### src/rtl/dpp_pkg.sv
// ----------------------------------------------------------------------------
// dpp_pkg
// Shared types, constants and decode helpers for the DHCP packet parser.
// ----------------------------------------------------------------------------
`default_nettype none

package dpp_pkg;

  localparam int unsigned CountW = 11;
  localparam logic [CountW-1:0] MaxPacketBytes = 11'd2047;

  localparam logic [CountW-1:0] ChaddrAt  = 11'd28;
  localparam logic [CountW-1:0] SnameAt   = 11'd44;
  localparam logic [CountW-1:0] FileAt    = 11'd108;
  localparam logic [CountW-1:0] AreaEnd   = 11'd236;
  localparam logic [CountW-1:0] CookieLast = 11'd239;
  localparam logic [CountW-1:0] CookieEnd = 11'd240;

  localparam logic [7:0] OptPad = 8'd0;
  localparam logic [7:0] OptEnd = 8'd255;

  localparam logic [10:0] MinLenReset = 11'd240;
  localparam logic [31:0] CookieReset = 32'h6382_5363;

  localparam logic [1:0] CfgMinLen = 2'd0;
  localparam logic [1:0] CfgCookie = 2'd1;

  localparam logic [2:0] KindField    = 3'd0;
  localparam logic [2:0] KindAreaByte = 3'd1;
  localparam logic [2:0] KindOptHdr   = 3'd2;
  localparam logic [2:0] KindOptByte  = 3'd3;
  localparam logic [2:0] KindStatus   = 3'd4;

  localparam logic [2:0] StOk        = 3'd0;
  localparam logic [2:0] StTooShort  = 3'd1;
  localparam logic [2:0] StBadCookie = 3'd2;
  localparam logic [2:0] StNoLength  = 3'd3;
  localparam logic [2:0] StTruncated = 3'd4;

  localparam logic [3:0] IdChaddr = 4'd11;
  localparam logic [3:0] IdSname  = 4'd12;
  localparam logic [3:0] IdFile   = 4'd13;

  localparam int unsigned QDepth = 4;
  localparam int unsigned QPtrW  = 2;

  typedef enum logic [4:0] {
    PH_FIXED = 5'b00001,
    PH_CODE  = 5'b00010,
    PH_LEN   = 5'b00100,
    PH_VALUE = 5'b01000,
    PH_DONE  = 5'b10000
  } phase_e;

  // One queue entry: an optional byte result and an optional final status.
  typedef struct packed {
    logic        has_a;
    logic [2:0]  kind;
    logic [3:0]  field_id;
    logic [31:0] field_value;
    logic [7:0]  option_code;
    logic [7:0]  byte_offset;
    logic        has_st;
    logic [2:0]  status;
  } entry_t;

  typedef struct packed {
    logic        valid;
    logic [3:0]  id;
    logic [31:0] mask;
  } hdr_end_t;

  function automatic hdr_end_t hdr_field_end(input logic [4:0] p);
    hdr_end_t r;
    r = '{valid: 1'b1, id: 4'd0, mask: 32'hFFFF_FFFF};
    unique case (p)
      5'd0:  r = '{valid: 1'b1, id: 4'd0,  mask: 32'h0000_00FF};
      5'd1:  r = '{valid: 1'b1, id: 4'd1,  mask: 32'h0000_00FF};
      5'd2:  r = '{valid: 1'b1, id: 4'd2,  mask: 32'h0000_00FF};
      5'd3:  r = '{valid: 1'b1, id: 4'd3,  mask: 32'h0000_00FF};
      5'd7:  r = '{valid: 1'b1, id: 4'd4,  mask: 32'hFFFF_FFFF};
      5'd9:  r = '{valid: 1'b1, id: 4'd5,  mask: 32'h0000_FFFF};
      5'd11: r = '{valid: 1'b1, id: 4'd6,  mask: 32'h0000_FFFF};
      5'd15: r = '{valid: 1'b1, id: 4'd7,  mask: 32'hFFFF_FFFF};
      5'd19: r = '{valid: 1'b1, id: 4'd8,  mask: 32'hFFFF_FFFF};
      5'd23: r = '{valid: 1'b1, id: 4'd9,  mask: 32'hFFFF_FFFF};
      5'd27: r = '{valid: 1'b1, id: 4'd10, mask: 32'hFFFF_FFFF};
      default: r = '{valid: 1'b0, id: 4'd0, mask: 32'h0000_0000};
    endcase
    return r;
  endfunction

endpackage

`default_nettype wire

### src/rtl/dpp_front.sv
// ----------------------------------------------------------------------------
// dpp_front
// Byte-level parse state: accepts packet bytes, classifies them and builds
// one queue entry per byte that produces results.
// ----------------------------------------------------------------------------
`default_nettype none

module dpp_front import dpp_pkg::*; (
  input  wire logic        clk_i,
  input  wire logic        rst_ni,
  input  wire logic        accept_i,
  input  wire logic [7:0]  data_byte_i,
  input  wire logic        last_byte_i,
  input  wire logic [10:0] min_len_i,
  input  wire logic [31:0] cookie_i,
  output      logic        wr_en_o,
  output      entry_t      wr_entry_o
);

  logic [CountW-1:0] cnt_q, cnt_d;
  phase_e            phase_q, phase_d;
  logic [31:0]       acc_q, acc_d;
  logic [7:0]        code_q, code_d;
  logic [7:0]        left_q, left_d;
  logic [7:0]        off_q, off_d;
  logic              bad_q, bad_d;
  entry_t            ent;
  hdr_end_t          hf;
  logic [CountW-1:0] area_off;

  always_comb begin
    cnt_d   = (cnt_q == MaxPacketBytes) ? cnt_q : cnt_q + 11'd1;
    phase_d = phase_q;
    acc_d   = acc_q;
    code_d  = code_q;
    left_d  = left_q;
    off_d   = off_q;
    bad_d   = bad_q;
    ent     = '0;
    hf      = hdr_field_end(cnt_q[4:0]);
    area_off = '0;

    unique case (phase_q)
      PH_FIXED: begin
        acc_d = {acc_q[23:0], data_byte_i};
        if (cnt_q < ChaddrAt) begin
          if (hf.valid) begin
            ent.has_a       = 1'b1;
            ent.kind        = KindField;
            ent.field_id    = hf.id;
            ent.field_value = acc_d & hf.mask;
          end
        end else if (cnt_q < AreaEnd) begin
          ent.has_a       = 1'b1;
          ent.kind        = KindAreaByte;
          ent.field_value = {24'd0, data_byte_i};
          if (cnt_q < SnameAt) begin
            ent.field_id = IdChaddr;
            area_off     = cnt_q - ChaddrAt;
          end else if (cnt_q < FileAt) begin
            ent.field_id = IdSname;
            area_off     = cnt_q - SnameAt;
          end else begin
            ent.field_id = IdFile;
            area_off     = cnt_q - FileAt;
          end
          ent.byte_offset = area_off[7:0];
        end else if (cnt_q == CookieLast) begin
          if (acc_d != cookie_i) begin
            bad_d   = 1'b1;
            phase_d = PH_DONE;
          end else begin
            phase_d = PH_CODE;
          end
        end
      end
      PH_CODE: begin
        if (data_byte_i == OptEnd) begin
          phase_d = PH_DONE;
        end else if (data_byte_i != OptPad) begin
          code_d  = data_byte_i;
          phase_d = PH_LEN;
        end
      end
      PH_LEN: begin
        ent.has_a       = 1'b1;
        ent.kind        = KindOptHdr;
        ent.field_value = {24'd0, data_byte_i};
        ent.option_code = code_q;
        left_d  = data_byte_i;
        off_d   = 8'd0;
        phase_d = (data_byte_i == 8'd0) ? PH_CODE : PH_VALUE;
      end
      PH_VALUE: begin
        ent.has_a       = 1'b1;
        ent.kind        = KindOptByte;
        ent.field_value = {24'd0, data_byte_i};
        ent.option_code = code_q;
        ent.byte_offset = off_q;
        off_d  = off_q + 8'd1;
        left_d = left_q - 8'd1;
        if (left_d == 8'd0) begin
          phase_d = PH_CODE;
        end
      end
      PH_DONE: begin
      end
      default: begin
      end
    endcase

    if (last_byte_i) begin
      ent.has_st = 1'b1;
      if (cnt_d < CookieEnd || cnt_d < min_len_i) begin
        ent.status = StTooShort;
      end else if (bad_d) begin
        ent.status = StBadCookie;
      end else if (phase_d == PH_LEN) begin
        ent.status = StNoLength;
      end else if (phase_d == PH_VALUE && left_d != 8'd0) begin
        ent.status = StTruncated;
      end else begin
        ent.status = StOk;
      end
      cnt_d   = '0;
      phase_d = PH_FIXED;
      acc_d   = '0;
      code_d  = '0;
      left_d  = '0;
      off_d   = '0;
      bad_d   = 1'b0;
    end
  end

  always_ff @(posedge clk_i or negedge rst_ni) begin
    if (!rst_ni) begin
      cnt_q   <= '0;
      phase_q <= PH_FIXED;
      acc_q   <= '0;
      code_q  <= '0;
      left_q  <= '0;
      off_q   <= '0;
      bad_q   <= 1'b0;
    end else if (accept_i) begin
      cnt_q   <= cnt_d;
      phase_q <= phase_d;
      acc_q   <= acc_d;
      code_q  <= code_d;
      left_q  <= left_d;
      off_q   <= off_d;
      bad_q   <= bad_d;
    end
  end

  assign wr_en_o    = accept_i && (ent.has_a || ent.has_st);
  assign wr_entry_o = ent;

endmodule

`default_nettype wire

### src/rtl/dpp_queue.sv
// ----------------------------------------------------------------------------
// dpp_queue
// Short entry queue between the parse front and the result back end.
// ----------------------------------------------------------------------------
`default_nettype none

module dpp_queue import dpp_pkg::*; (
  input  wire logic   clk_i,
  input  wire logic   rst_ni,
  input  wire logic   wr_en_i,
  input  wire entry_t wr_entry_i,
  input  wire logic   rd_en_i,
  output      entry_t rd_entry_o,
  output      logic   full_o,
  output      logic   empty_o
);

  entry_t           mem_q [QDepth];
  logic [QPtrW-1:0] wr_ptr_q, rd_ptr_q;
  logic [QPtrW:0]   cnt_q;

  always_ff @(posedge clk_i) begin
    if (wr_en_i) begin
      mem_q[wr_ptr_q] <= wr_entry_i;
    end
  end

  always_ff @(posedge clk_i or negedge rst_ni) begin
    if (!rst_ni) begin
      wr_ptr_q <= '0;
      rd_ptr_q <= '0;
      cnt_q    <= '0;
    end else begin
      if (wr_en_i) begin
        wr_ptr_q <= wr_ptr_q + QPtrW'(1);
      end
      if (rd_en_i) begin
        rd_ptr_q <= rd_ptr_q + QPtrW'(1);
      end
      if (wr_en_i && !rd_en_i) begin
        cnt_q <= cnt_q + (QPtrW+1)'(1);
      end else if (rd_en_i && !wr_en_i) begin
        cnt_q <= cnt_q - (QPtrW+1)'(1);
      end
    end
  end

  assign rd_entry_o = mem_q[rd_ptr_q];
  assign full_o     = (cnt_q == (QPtrW+1)'(QDepth));
  assign empty_o    = (cnt_q == '0);

endmodule

`default_nettype wire

### src/rtl/dpp_back.sv
// ----------------------------------------------------------------------------
// dpp_back
// Result back end: unpacks the head entry into one or two results and
// retires the entry once its last result is taken.
// ----------------------------------------------------------------------------
`default_nettype none

module dpp_back import dpp_pkg::*; (
  input  wire logic        clk_i,
  input  wire logic        rst_ni,
  input  wire entry_t      head_i,
  input  wire logic        q_empty_i,
  input  wire logic        pop_i,
  output      logic        rd_en_o,
  output      logic [2:0]  kind_o,
  output      logic [3:0]  field_id_o,
  output      logic [31:0] field_value_o,
  output      logic [7:0]  option_code_o,
  output      logic [7:0]  byte_offset_o,
  output      logic [2:0]  status_o,
  output      logic        last_result_o
);

  logic sel_q;
  logic show_a;
  logic entry_done;
  logic take;

  assign show_a     = head_i.has_a && !sel_q;
  assign entry_done = !show_a || !head_i.has_st;
  assign take       = pop_i && !q_empty_i;
  assign rd_en_o    = take && entry_done;

  always_ff @(posedge clk_i or negedge rst_ni) begin
    if (!rst_ni) begin
      sel_q <= 1'b0;
    end else if (take) begin
      sel_q <= !entry_done;
    end
  end

  always_comb begin
    if (show_a) begin
      kind_o        = head_i.kind;
      field_id_o    = head_i.field_id;
      field_value_o = head_i.field_value;
      option_code_o = head_i.option_code;
      byte_offset_o = head_i.byte_offset;
      status_o      = StOk;
      last_result_o = !head_i.has_st;
    end else begin
      kind_o        = KindStatus;
      field_id_o    = '0;
      field_value_o = '0;
      option_code_o = '0;
      byte_offset_o = '0;
      status_o      = head_i.status;
      last_result_o = 1'b1;
    end
  end

endmodule

`default_nettype wire

### src/rtl/dhcp_packet_parser_core.sv
// ----------------------------------------------------------------------------
// dhcp_packet_parser_core
// DHCP/BOOTP packet parser: header fields, header area bytes, options and a
// final status per packet, one packet byte per transaction.
// ----------------------------------------------------------------------------
//  channel   | handshake                    | payload
//  ----------+------------------------------+---------------------------------
//  bytes in  | push / full                  | data_byte_i, last_byte_i
//  results   | pop / empty                  | kind_o .. last_result_o
//  config    | cfg_valid_i / cfg_ready_o    | cfg_index_i, cfg_data_i
//
//  One byte is accepted per cycle while full is low; its state update completes
//  in that cycle. A byte yields up to two results, drained one per cycle from a
//  4-entry queue while pop is held and empty is low. full rises when the queue
//  holds four pending entries, so a withheld pop fills the queue and then stalls
//  the input. Reset returns to the header phase with default configuration.
// ----------------------------------------------------------------------------
`default_nettype none

module dhcp_packet_parser_core import dpp_pkg::*; (
  input  wire logic        clk_i,
  input  wire logic        rst_ni,
  input  wire logic        push,
  output      logic        full,
  input  wire logic [7:0]  data_byte_i,
  input  wire logic        last_byte_i,
  output      logic        empty,
  input  wire logic        pop,
  output      logic [2:0]  kind_o,
  output      logic [3:0]  field_id_o,
  output      logic [31:0] field_value_o,
  output      logic [7:0]  option_code_o,
  output      logic [7:0]  byte_offset_o,
  output      logic [2:0]  status_o,
  output      logic        last_result_o,
  input  wire logic        cfg_valid_i,
  output      logic        cfg_ready_o,
  input  wire logic [1:0]  cfg_index_i,
  input  wire logic [31:0] cfg_data_i
);

  logic [10:0] min_len_q;
  logic [31:0] cookie_q;
  logic        accept;
  logic        wr_en;
  entry_t      wr_entry;
  logic        rd_en;
  entry_t      head;
  logic        q_full;
  logic        q_empty;

  assign cfg_ready_o = 1'b1;

  always_ff @(posedge clk_i or negedge rst_ni) begin
    if (!rst_ni) begin
      min_len_q <= MinLenReset;
      cookie_q  <= CookieReset;
    end else if (cfg_valid_i) begin
      unique case (cfg_index_i)
        CfgMinLen: min_len_q <= cfg_data_i[10:0];
        CfgCookie: cookie_q  <= cfg_data_i;
        default: begin
        end
      endcase
    end
  end

  assign full   = q_full;
  assign empty  = q_empty;
  assign accept = push && !q_full;

  dpp_front u_front (
    .clk_i      (clk_i),
    .rst_ni     (rst_ni),
    .accept_i   (accept),
    .data_byte_i(data_byte_i),
    .last_byte_i(last_byte_i),
    .min_len_i  (min_len_q),
    .cookie_i   (cookie_q),
    .wr_en_o    (wr_en),
    .wr_entry_o (wr_entry)
  );

  dpp_queue u_queue (
    .clk_i     (clk_i),
    .rst_ni    (rst_ni),
    .wr_en_i   (wr_en),
    .wr_entry_i(wr_entry),
    .rd_en_i   (rd_en),
    .rd_entry_o(head),
    .full_o    (q_full),
    .empty_o   (q_empty)
  );

  dpp_back u_back (
    .clk_i        (clk_i),
    .rst_ni       (rst_ni),
    .head_i       (head),
    .q_empty_i    (q_empty),
    .pop_i        (pop),
    .rd_en_o      (rd_en),
    .kind_o       (kind_o),
    .field_id_o   (field_id_o),
    .field_value_o(field_value_o),
    .option_code_o(option_code_o),
    .byte_offset_o(byte_offset_o),
    .status_o     (status_o),
    .last_result_o(last_result_o)
  );

endmodule

`default_nettype wire

### config.mk
export PLATFORM = sky130hd
export DESIGN_NAME = dhcp_packet_parser_core
export DESIGN_NICKNAME = d
export VERILOG_FILES = /design/src/rtl/dpp_pkg.sv /design/src/rtl/dpp_front.sv /design/src/rtl/dpp_queue.sv /design/src/rtl/dpp_back.sv /design/src/rtl/dhcp_packet_parser_core.sv
export SDC_FILE = /design/constraint.sdc
export NUM_CORES = 1
export LEC_CHECK = 0
export ABC_CLOCK_PERIOD_IN_PS = 4000
export CORE_ASPECT_RATIO = 0.75
export CORE_MARGIN = 2
export CORE_UTILIZATION = 45
export CTS_CLUSTER_DIAMETER = 120
export CTS_CLUSTER_SIZE = 24
export DETAILED_ROUTE_END_ITERATION = 8
export DONT_BUFFER_PORTS = 1
export HOLD_SLACK_MARGIN = 0.02
export SLEW_MARGIN = 0
export SYNTH_ARGS = -nofsm -noshare
export SYNTH_HDL_FRONTEND = slang
export SYNTH_SLANG_ARGS = --single-unit
### constraint.sdc
create_clock -name clk_i -period 4 [get_ports clk_i]
set_clock_uncertainty 0.1 [all_clocks]
set_input_delay 0.4 -clock clk_i [delete_from_list [all_inputs] [get_ports clk_i]]
set_output_delay 0.4 -clock clk_i [all_outputs]
set_load 0.05 [all_outputs]
# ---- After elaboration in Yosys (flattened, before gate mapping)
# Memory sizes are Yosys's and may differ from the RTL's.
# Cells that the tools add are included.
dict set report op_classes {
  add_sub_neg 10
  order_cmp 6
  eq_ne 13
  n_mux 58
  bitwise 1
  n_reduce_logical 36
}
# operator n
set op_table {}
lappend op_table {{2-to-1 mux 40 bit} 3}
lappend op_table {{2-to-1 mux 8 bit} 13}
lappend op_table {{one-hot mux 32 bit (2 select lines)} 1}
lappend op_table {{2-to-1 mux 24 bit} 2}
lappend op_table {{one-hot mux 8 bit (2 select lines)} 3}
lappend op_table {{2-to-1 mux 5 bit} 8}
lappend op_table {{bitwise AND 32 bit} 1}
lappend op_table {{2-to-1 mux 32 bit} 1}
lappend op_table {{!= test 32 bit} 1}
lappend op_table {{2-to-1 mux 3 bit} 8}
lappend op_table {{< comparator 11 x 8 -> 1 bit (second input constant)} 2}
lappend op_table {{2-to-1 mux 11 bit} 2}
lappend op_table {{2-to-1 mux 4 bit} 5}
lappend op_table {{one-hot mux 5 bit (4 select lines)} 1}
lappend op_table {{zero test 8 bit} 2}
lappend op_table {{nonzero test 8 bit} 2}
lappend op_table {{one-hot mux 4 bit (3 select lines)} 1}
lappend op_table {{adder 11 x 1 -> 11 bit (second input constant)} 1}
lappend op_table {{equality test 11 bit (second input constant)} 1}
lappend op_table {{equality test 11 x 8 -> 1 bit (second input constant)} 1}
lappend op_table {{< comparator 11 bit} 1}
lappend op_table {{< comparator 11 x 5 -> 1 bit (second input constant)} 1}
lappend op_table {{< comparator 11 x 6 -> 1 bit (second input constant)} 1}
lappend op_table {{< comparator 11 x 7 -> 1 bit (second input constant)} 1}
lappend op_table {{other kinds (27)} 61}
dict set report word_totals {
  ff_bits 116
  ramBits 240
  rom_bits 1184
  in_bits 48
  out_inout_bits 62
  elab_cells 139
  mem_count 2
}
# name words width read_ports rd_ports_with_merged_regs wr line_no
set mem_list {}
lappend mem_list {{(name not given)} 32 37 1 0 0 dpp_pkg.sv:76} ;# unique case (p)
lappend mem_list {u_queue.mem_q 4 60 1 0 1 dpp_queue.sv:18} ;# entry_t mem_q [QDepth];

# ---- Longest topological paths before layout
dict set report depth {
  depth_word 19
  mapped_depth 14
  ltp_nobuf 13
}

# ---- Modules after synthesis
# From an unflattened synthesis, not the netlist that was laid out.
dict set report hier_totals {
  cells_unflattened 1077
  area_unflattened_um2 16225.6
}
# module instances cells_each area_each_um2 seq_area_each_um2
set modules_own_cells {}
lappend modules_own_cells {dpp_queue 1 348 9121.2 7382.1}
lappend modules_own_cells {dpp_front 1 563 4845.9 1627.8}
lappend modules_own_cells {dhcp_packet_parser_core 1 95 1790.5 1098.6}
lappend modules_own_cells {dpp_back 1 71 467.9 25.0}

# ---- Worst setup path after synthesis
# OpenSTA, ideal clock, no wires.
dict set report synth_timing {
  path_type {register to register}
  start {register u_front.phase_q[0]}
  end {memory u_queue.mem_q[2][0] in the netlist's numbering, enable pin}
  setup_ns 0.423
  arrival_ns 3.430
  required_time_ns 3.477
  slack_ns 0.047
  path_stages_with_launch 8
  n_path_buf 1
  synth_period_minus_slack_ns 3.953
  path_cell_list {dfstp_2 buf_6 or4b_4 or2_1 a311o_1 a21oi_2 o31a_4 and2_1}
}
dict set report synth_via {
  elab_chain_cells 6
  word_cells_on_any_way 8
  cone_classes {eq/ne (3); mux (3); reduce/logical (2)}
}
# element line_no
set synth_lines {}
lappend synth_lines {{from (decl)} dpp_front.sv:21} ;# phase_e phase_q, phase_d;
lappend synth_lines {{from (signal assigned)} dpp_front.sv:146} ;# phase_q <= phase_d;
lappend synth_lines {{equality test 5 x 4 -> 1 bit, or another cell as far along} dpp_front.sv:43} ;# unique case (phase_q)
lappend synth_lines {{one-hot mux 4 bit (3 select lines) *} dpp_front.sv:43}
lappend synth_lines {{logical OR 1 bit *} dpp_front.sv:155} ;# assign wr_en_o = accept_i && (ent.has_a || ent.has_st);
lappend synth_lines {{logical AND 1 bit *} dpp_front.sv:155}
lappend synth_lines {{via u_front.wr_en_o} dpp_front.sv:16} ;# output logic wr_en_o,
lappend synth_lines {{2-to-1 mux 1 bit *} dpp_queue.sv:23} ;# if (wr_en_i) begin
lappend synth_lines {{2-to-1 mux 1 bit (implied by the code) *} dpp_queue.sv:24} ;# mem_q[wr_ptr_q] <= wr_entry_i;
lappend synth_lines {{to (decl)} dpp_queue.sv:18}
# The timed path passes the listed nets; every way through them passes the cells marked *.

==> summary.md <==
| Metric | Value |
|---|---|
| Area leader, netlist | `edfxtp_1` |
| Hold crit path type | `in2reg` |
| Layout cells sized above 1 | `0.2044` |
| Slew margin rel. | `0.3192` |
| WP data required | `4180 ps` |
| Synthesis-stage register bit count | `352` |
| First-pass GRT wire length | `57.95 mm` |
| Nets | `1,287` |
| VDD IR max | `0.3687 mV` |
| Endpoint class of the critical path | `flip-flop` |
| Post-route ant nets | `0` |
| Vias/cell | `5.764` |
| Gr usage total | `0.2013` |
| Worst path arrival time | `3830 ps` |
| Fin crit period | `3644 ps` |
| TNS Setup | `0 ps` |
| Register Area | `0.01002 mm²` |
| Clk_lat worst skew | `540 ps` |
| RSZ-0062 raised after global routing | `no` |
| Worst r2r dst | `u_queue.mem_q[0][2]$_DFFE_PP_` |
| Critical R2R Launch | `u_front.cnt_q[1]$_DFFE_PN0P_` |
| Syn nets | `1,208` |
| # rows | `60` |
| CP Max Fanout | `9` |
| Register area share after synthesis | `0.6204` |
| Critical path class | `reg2reg` |
| Clk root buf | `clkbuf_16` |
| Final count of negative-setup-slack endpoints | `0` |
| Top Ports | `110` |
| GP Congestion | `0.8623` |
| Fin. max-slew vios | `0` |
| Hold Crit Depth | `1` |
| Vias in the first global route | `9,599` |
| Starting Density | `0.4536` |
| DIE AREA | `0.03741 mm²` |
| HPWL Detailed | `24.23 mm` |
| Synth Cell Area | `0.01614 mm²` |
| Top_reg_cell synth | `edfxtp_1` |
| Net Sw Power | `4.742 mW` |
| Die X | `222.7 µm` |
| CTS tree | `done` |
| Num CTS Buffers | `18` |
| Post-CTS Setup Repair Bufs | `0` |
| Worst-path clk slew | `100 ps` |
| Highest Clock Rate | `274.4 MHz` |
| Share of the synthesized area in the top cell type | `0.4391` |
| Most common cell in the synthesized netlist | `edfxtp_1` |
| Area contributors post-synth | `edfxtp_1, dfrtp_1, mux4_2` |
| WL met3 | `2.693 mm` |
| Reg2Reg Depth | `13` |
| Wl on met1 | `18.18 mm` |
| Top Layer Used | `met4` |
| Share of synthesized registers carrying an async set or reset | `0.3295` |
| R2r setup slk | `360 ps` |
| Switch share | `0.3874` |
| Leak Pwr | `6.658 nW` |
| Tightest Pin Transition | `1017 ps` |
| Total clock sinks | `352` |
| Synth cell count leaders | `edfxtp_1, dfrtp_1, nor2b_1, mux4_2, nand2_1` |
| Initial antenna violation count | `3` |
| Max Cap Viol | `0` |
| Final hold viol count | `0` |
| Overflow after GRT | `0` |
| Number of distinct library cells after synthesis | `82` |
| Met2 WL | `16.00 mm` |
| CP Launch Type | `flip-flop` |
| Initial DRC count | `997` |
| Place WS | `364.9 ps` |
| Comb pwr share | `0.418` |
| Final setup margin | `355.5 ps` |
| Worst Hold End | `u_queue.mem_q[1][20]$_DFFE_PP_` |
| Yosys warns | `0` |
| Residual DRC count | `0` |
| Largest net degree at the start of global routing | `117` |
| Status | `completed` |
| Buffers on Ports | `0` |
| Chip Height | `168.0 µm` |
| EDFF count, synth | `236` |
| H-tree levels | `1` |
| Hold wc startpoint | `data_byte_i[0]` |
| Clock power share | `0.163` |
| Synth-to-Final Area Change | `12.23%` |
| Fin crit share | `0.9111` |
| Core box area | `0.03558 mm²` |
| WL/cell | `22.11 µm` |
| Multi-input gate area | `0.005738 mm²` |
| Post-Route WL | `37.34 mm` |
| Power Internal | `7.499 mW` |
| Mean Syn Cell Area | `14.26 µm²` |
| FILL cells | `3,058` |
| 1st-pass router iterations | `5` |
| Cells after Synth | `1,132` |
| Max clock buf depth | `3` |
| Power density cells | `675.8 mW/mm²` |
| Flop pwr share | `0.420` |
| Vias | `9,736` |
==> kinds of logic after synthesis <==
group / count (synthesis) / share of synthesized area
and+or+nand+nor: 317 / 0.1139
buffers and inverters: 97 / 0.02558
muxes: 97 / 0.1088
xor gates and xnor gates: 47 / 0.02551
other: 1 / 0.0002324
adders and majority gates: 28 / 0.02217
DFF: 352 / 0.6204
AOI/OAI and AO/OA: 193 / 0.08342
==> stage by stage <==
| stage | util | power [mW] | instances | hold slack (ps) | area (µm²) |
|---|---|---|---|---|---|
| 5_1_grt | 0.5090 | 12.83 | 1688 | 45.94 | 18110 |
| 2_1_floorplan | - | 8.847 | 1132 | 4.409 | 16140 |
| 6_report | 0.5090 | 12.24 | 1689 | 40.10 | 18110 |
| 3_3_place_gp | 0.4814 | 10.28 | 1612 | 10.02 | 17130 |
| 4_1_cts | 0.5089 | 12.39 | 1688 | 25.54 | 18110 |
| 3_5_place_dp | 0.4814 | 10.34 | 1612 | 10.09 | 17130 |
==> worst max path at each step <==
stage | from | end | slack (ps) | depth (start not counted)
2_1_floorplan | u_front.phase_q[0]$_DFFE_PN1P_ | u_queue.mem_q[2][0]$_DFFE_PP_ | 50 | 7
3_5_place_dp | u_front.cnt_q[1]$_DFFE_PN0P_ | u_queue.mem_q[0][2]$_DFFE_PP_ | 360 | 13
5_1_grt | u_front.cnt_q[1]$_DFFE_PN0P_ | u_queue.mem_q[0][2]$_DFFE_PP_ | 20 | 13
6_report | u_front.cnt_q[1]$_DFFE_PN0P_ | u_queue.mem_q[0][2]$_DFFE_PP_ | 360 | 13
4_1_cts | u_front.cnt_q[1]$_DFFE_PN0P_ | u_queue.mem_q[0][2]$_DFFE_PP_ | 320 | 13
3_3_place_gp | u_front.cnt_q[1]$_DFFE_PN0P_ | u_queue.mem_q[0][2]$_DFFE_PP_ | 500 | 13
==> timing repair <==
| action | in CTS | in global routing |
|---|---|---|
| resized for setup | 0 | 1 |
| endpoints found under the hold margin | 197 | 0 |
| hold buffers | 44 | 0 |
| endpoints found under the setup margin | 0 | 4 |
==> state kept, by name, indices dropped and copies added, names as in the netlist <==
register          flops
u_queue.mem_q       236
cookie_q             32
u_front.acc_q        24
min_len_q            11
u_front.cnt_q        11
u_front.code_q        8
u_front.left_q        8
u_front.off_q         8
u_front.phase_q       5
u_queue.cnt_q         3
u_queue.rd_ptr_q      2
u_queue.wr_ptr_q      2
u_back.sel_q          1
u_front.bad_q         1
==> worst max-delay path, stage by stage, from the launching register on <==
cell and delay [ps]:
dfrtp_1 450, ha_2 300, nand3_1 220, nor2_1 200
nand2_1 190, nand3_1 130, o21a_1 140, ha_1 150
and3_1 150, o21ai_0 100, a21oi_1 170, a211o_1 200
or4b_1 470, a2111oi_2 390
==> layout make-up <==
cell class                      instances  area share
Timing Repair Buffer                  127     0.06313
Inverter                               29    0.006010
Tap cell                              465     0.03212
Multi-Input combinational cell        683      0.3168
Clock inverter                          2    0.001382
Sequential cell                       352      0.5531
Antenna cell                            1   0.0001382
Clock buffer                           30     0.02735
==> routing by layer <==
layer	global-route usage	up-vias
met5	0	-
met4	0.03268	0
met3	0.03787	30
met2	0.2939	297
met1	0.3179	4986
li1	-	4423
==> power by group through the flow <==
| stage | logic (mW) | registers [mW] | clock network [mW] |
|---|---|---|---|
| 6_report | 5.11 | 5.14 | 1.99 |
| 5_1_grt | 5.44 | 5.22 | 2.16 |
| 4_1_cts | 5.20 | 5.14 | 2.05 |
| 3_5_place_dp | 5.12 | 5.22 | 0 |
| 3_3_place_gp | 5.09 | 5.19 | 0 |
| 2_1_floorplan | 3.81 | 5.04 | 0 |
==> cells in the final DEF, fill, tap and decap left out, drive strengths merged, types with 34 or more instances in the layout <==
cell and instances:
a22o 39, and2 49, buf 84, dfrtp 97, dlygate4sd3 43, edfxtp 236, mux2 37, mux4 59
nand2 53, nor2 34, nor2b 65, o21ai 54, xnor2 40
Power figures use the tool's default switching activity.
